--- src/rtl/ptw_pkg.sv ---
// ----------------------------------------------------------------------------
// ptw_pkg
// Types, codes and the microcode table shared by the Sv39 walker modules.
// ----------------------------------------------------------------------------
package ptw_pkg;

  localparam int unsigned EntryBits = 9;
  localparam int unsigned PpnW      = 44;
  localparam int unsigned PhysW     = 56;
  localparam int unsigned VaW       = 39;
  localparam int unsigned PteW      = 64;
  localparam int unsigned WidxW     = 13;
  localparam int unsigned PageOffW  = 12;

  localparam int unsigned PteValidBit = 0;
  localparam int unsigned PteUserBit  = 4;
  localparam int unsigned PtePpnLsb   = 10;

  localparam logic [1:0] LvlTop  = 2'd2;
  localparam logic [1:0] LvlMid  = 2'd1;
  localparam logic [1:0] LvlLeaf = 2'd0;

  typedef enum logic [2:0] {
    ST_OK       = 3'd0,
    ST_HIGH     = 3'd1,
    ST_MISSING  = 3'd2,
    ST_INVALID  = 3'd3,
    ST_NOT_USER = 3'd4,
    ST_OUTSIDE  = 3'd5
  } status_e;

  typedef enum logic {
    CFG_ROOT_PAGE    = 1'b0,
    CFG_REQUIRE_USER = 1'b1
  } cfg_idx_e;

  typedef enum logic {
    ACT_WRITE     = 1'b0,
    ACT_TRANSLATE = 1'b1
  } action_e;

  typedef enum logic [1:0] {
    OP_DISPATCH,
    OP_POINTER,
    OP_LEAF
  } op_e;

  typedef enum logic [1:0] {
    STEP_IDLE,
    STEP_WALK2,
    STEP_WALK1,
    STEP_LEAF
  } step_e;

  typedef struct packed {
    op_e        op;
    logic [1:0] rd_level;
    step_e      next;
  } ucode_t;

  typedef struct packed {
    op_e        op;
    logic [1:0] rd_level;
    logic       clearing;
  } ctrl_t;

  typedef struct packed {
    logic              action;
    logic [WidxW-1:0]  word_index;
    logic [PteW-1:0]   entry_word;
    logic [VaW-1:0]    virt_addr;
  } in_t;

  typedef struct packed {
    logic [PhysW-1:0] phys_page_addr;
    status_e          status;
  } out_t;

  // Microcode: the read issued in each step and where the walk goes next.
  function automatic ucode_t ucode_rom(step_e step);
    ucode_t uc;
    case (step)
      STEP_IDLE:  uc = '{op: OP_DISPATCH, rd_level: LvlTop,  next: STEP_WALK2};
      STEP_WALK2: uc = '{op: OP_POINTER,  rd_level: LvlMid,  next: STEP_WALK1};
      STEP_WALK1: uc = '{op: OP_POINTER,  rd_level: LvlLeaf, next: STEP_LEAF};
      STEP_LEAF:  uc = '{op: OP_LEAF,     rd_level: LvlLeaf, next: STEP_IDLE};
      default:    uc = '{op: OP_DISPATCH, rd_level: LvlTop,  next: STEP_IDLE};
    endcase
    return uc;
  endfunction

  function automatic logic [EntryBits-1:0] vpn_index(logic [VaW-1:0] va, logic [1:0] level);
    logic [EntryBits-1:0] idx;
    case (level)
      LvlTop:  idx = va[38:30];
      LvlMid:  idx = va[29:21];
      default: idx = va[20:12];
    endcase
    return idx;
  endfunction

endpackage

--- src/rtl/ptw_sequencer.sv ---
// ----------------------------------------------------------------------------
// ptw_sequencer
// Step counter over the microcode table, plus the store clearing pass.
// ----------------------------------------------------------------------------
module ptw_sequencer import ptw_pkg::*; #(
  parameter int unsigned TABLE_PAGES = 16,
  localparam int unsigned StoreWords = TABLE_PAGES * 512,
  localparam int unsigned StoreAw    = $clog2(StoreWords)
) (
  input  logic               clk_i,
  input  logic               rst_ni,
  input  logic               accept_i,
  input  logic               fin_i,
  output logic               busy_o,
  output ctrl_t              ctrl_o,
  output logic [StoreAw-1:0] clr_addr_o
);

  step_e               step_q, step_d;
  logic                clearing_q, clearing_d;
  logic [StoreAw-1:0]  clr_q, clr_d;
  ucode_t              uc;
  logic                advance;

  always_ff @(posedge clk_i or negedge rst_ni) begin
    if (!rst_ni) begin
      step_q     <= STEP_IDLE;
      clearing_q <= 1'b1;
      clr_q      <= '0;
    end else begin
      step_q     <= step_d;
      clearing_q <= clearing_d;
      clr_q      <= clr_d;
    end
  end

  always_comb begin
    uc = ucode_rom(step_q);
    if (uc.op == OP_DISPATCH) begin
      advance = accept_i && !fin_i;
    end else begin
      advance = !fin_i;
    end
    step_d = advance ? uc.next : STEP_IDLE;

    clearing_d = clearing_q;
    clr_d      = clr_q;
    if (clearing_q) begin
      clr_d = clr_q + 1'b1;
      if (clr_q == StoreAw'(StoreWords - 1)) begin
        clearing_d = 1'b0;
      end
    end

    ctrl_o = '{op: uc.op, rd_level: uc.rd_level, clearing: clearing_q};
    busy_o = clearing_q || (step_q != STEP_IDLE);
  end

  assign clr_addr_o = clr_q;

endmodule

--- config.mk ---
export PLATFORM = sky130hd
export DESIGN_NAME = ptw_sequencer
export DESIGN_NICKNAME = d
export VERILOG_FILES = /design/src/rtl/ptw_pkg.sv /design/src/rtl/ptw_sequencer.sv
export SDC_FILE = /design/constraint.sdc
export NUM_CORES = 1
export LEC_CHECK = 0
export BUFFER_PORTS_ARGS = -buffer_cell sky130_fd_sc_hd__clkbuf_2
export CAP_MARGIN = 0
export CORE_ASPECT_RATIO = 0.8
export CORE_MARGIN = 4
export CORE_UTILIZATION = 44
export DETAILED_ROUTE_END_ITERATION = 7
export PLACE_DENSITY = 0.72
export REMOVE_ABC_BUFFERS = 1
export SETUP_SLACK_MARGIN = 0.3
export SYNTH_ARGS = -nofsm -noshare
export SYNTH_HDL_FRONTEND = slang
export SYNTH_SLANG_ARGS = --single-unit
export TNS_END_PERCENT = 50
--- constraint.sdc ---
create_clock -name clk_i -period 1.15 [get_ports clk_i]
set_input_delay 0.0575 -clock clk_i [delete_from_list [all_inputs] [get_ports clk_i]]
set_output_delay 0.0575 -clock clk_i [all_outputs]
set_load 0.05 [all_outputs]
==> run summary <==
status -> finished with violations
failing checks -> setup timing
Critical Path Start Type -> register
Synth area leader -> dfrtp_1
number of global-route vias before repair -> 788
Via density -> 5.65
max-slew violations -> 0
chip width -> 55.6 um
MaxCap Viol Count -> 0
clock network fraction of total power -> 26.3%
crit path max fanout -> 3
ANT nets after route -> 0
Slew Limit Headroom -> 72.9%
dpl cell area -> 1010 sq um
fin cells -> 135
Area Growth Syn to Fin -> 101%
Num Clock Sinks -> 16
sequential share of power -> 40.2%
largest net degree at the start of global routing -> 17
total congestion overflow -> 0
Wirelength per Cell -> 24.1 um
TritonCTS clock tree -> yes
Slew @ Worst Pin -> 407 ps
Post-Synthesis Cells -> 67
RSZ-0062 raised after global routing -> true
Seq/Total Area, Yosys -> 50.4%
worst hold slack -> 80.1 ps
synthesized area per cell -> 11.9 sq um
setup slack, reg-to-reg -> -160 ps
net switching fraction of the power -> 31.4%
Synth area leaders -> dfrtp_1, ha_1, xor2_1
Initial DRT Pass Iterations -> 4
Highest Clock Rate -> 0.729 GHz
Layout Nets -> 124
clk slew on worst S/H paths -> 100 ps
IO Count -> 23
DPL Wire Length -> 1190 um
Leakage Power -> 0.833 nW
Initial Util -> 47.6%
Peak supply drop -> 1.26 mV
post-synth cell types -> 21
Fin. Hold Viols -> 0
Ys Warns -> 0
commonest cells after routing, fill and taps aside -> buf_4, buf_6, dfrtp_1, clkbuf_16, xor2_1
reported net switching power -> 0.000456 W
Rows -> 13
DR vias -> 763
Hold WC Path Type -> input pin to register
# DRC -> 0
gp weighted congestion -> 0.753
Cell Area, Synth -> 797 sq um
Iter 0 DRT Violations -> 23
clk root buf -> clkbuf_4
first-pass GRT wire length -> 4040 um
cell area after layout -> 1600 sq um
CP Capture Type -> output pin
CTS Buf Count -> 3
share of the synthesized area in the top cell type -> 47.1%
critical path required time -> 1090 ps
filler instances -> 35
final setup vio count -> 21
layout cell share with drive strength beyond 1 -> 69.9%
pre-CTS setup slack -> -79.2 ps
Tmin final -> 1370 ps
critical path arrival -> 1310 ps
ant diodes -> 0
combinational power share -> 33.5%
die height -> 46.1 um
Detailed Route WL -> 3260 um
total track usage -> 22.4%
Longest Clk Path Bufs -> 2
Power Dens Cells -> 910 nW/um^2
Yosys reg bits -> 16
Setup Crit Path Kind -> register to output pin
number of antenna violations at the first check in global routing -> 0
core area -> 1680 sq um
placed cells -> 121
worst skew pair latency -> 290 ps
port buffer count -> 22
Final Skew -> 10.0 ps
Power Internal -> 0.000998 W
die area -> 2560 sq um
Final period util -> 119%
H-tree levels -> 1
Final Worst Setup Slack -> -221 ps
cell usage after synthesis, drive strengths merged:
| master | n |
|---|---|
| dfstp | 1 |
| ha | 6 |
| xnor2 | 4 |
| nand3 | 2 |
| inv | 5 |
| nor4 | 2 |
| nand4 | 6 |
| buf | 2 |
| nor2 | 2 |
| dfrtp | 15 |
| nand2b | 1 |
| o21a | 1 |
| mux2 | 1 |
| xor2 | 8 |
| a21oi | 1 |
| and2 | 1 |
| nand2 | 4 |
| o31a | 1 |
| nor3 | 4 |
critical path, cell delays in order, from the launching register on:
cell	delay (ps)
dfrtp_1	450
inv_2	140
ha_4	180
nand2b_4	70
clkbuf_16	170
metrics by stage:
stage,power [W],utilization [%],TNS [ps]
5_1_grt,0.00151,95.4,-3120
2_1_floorplan,0.000779,-,-3740
6_report,0.00145,95.4,-2120
4_1_cts,0.00139,86.3,-1160
3_3_place_gp,0.000819,60.3,-102
3_5_place_dp,0.000828,60.3,-384
per-layer routing:
metal	GRT usage [%]	vias to the layer above	part of all wire, %
met1	24.4	386	41
met3	6.44	16	6.2
met4	16.5	0	5.3
met5	0	-	0
li1	-	322	-
met2	38.7	39	47
flip-flops by register name, summed over array words and instances, names as in the netlist:
signal	count
clearing_q	1
step_q	2
clr_addr_o	13
power by group through the flow:
stage          sequential [W]  combinational [W]  clock [W]
2_1_floorplan        0.000590           0.000189          0
3_3_place_gp         0.000591           0.000227          0
3_5_place_dp         0.000592           0.000236          0
4_1_cts              0.000583           0.000425   0.000380
5_1_grt              0.000587           0.000498   0.000420
6_report             0.000585           0.000487   0.000383
what timing repair did:
item                                    4_1_cts  5_1_grt
endpoints found under the setup margin       35       35
hold buffers                                  1        0
cloned                                        0        0
buffers inserted                              3        6
resized for setup                            67       33
pin swaps                                     5        6
endpoints found under the hold margin        16        0
final timing paths:
kind | cells after the start | start | endpoint
setup / recovery | 4 | step_q[0] | busy_o
hold / removal | 3 | fin_i | step_q[0]
setup reg to reg | 4 | clearing_q | clr_addr_o[11]
hold reg to reg | 1 | clr_addr_o[12] | clr_addr_o[12]
max in group asynchronous | 2 | rst_ni | clr_addr_o[4]
min in group asynchronous | 2 | rst_ni | clr_addr_o[10]
kinds of logic after synthesis:
group                      after synthesis  share of synthesized area (%)
and+or+nand+nor                         22                           18.5
xor gates and xnor gates                12                           13.2
adders and majority gates                6                           9.42
DFF                                     16                           50.4
AOI/OAI and AO/OA                        3                           2.83
muxes                                    1                           1.41
buffers and inverters                    7                           4.24
cell type report:
class | instances | area [sq um] | share of cell area [%]
inverters | 5 | 18.8 | 1.17
flip-flops and latches | 16 | 408 | 25.5
repair buffers | 44 | 586 | 36.6
multi-input cells | 44 | 523 | 32.7
clock buffers | 4 | 36.3 | 2.27
well taps | 22 | 27.5 | 1.72
(Power assumes the default switching activity.)
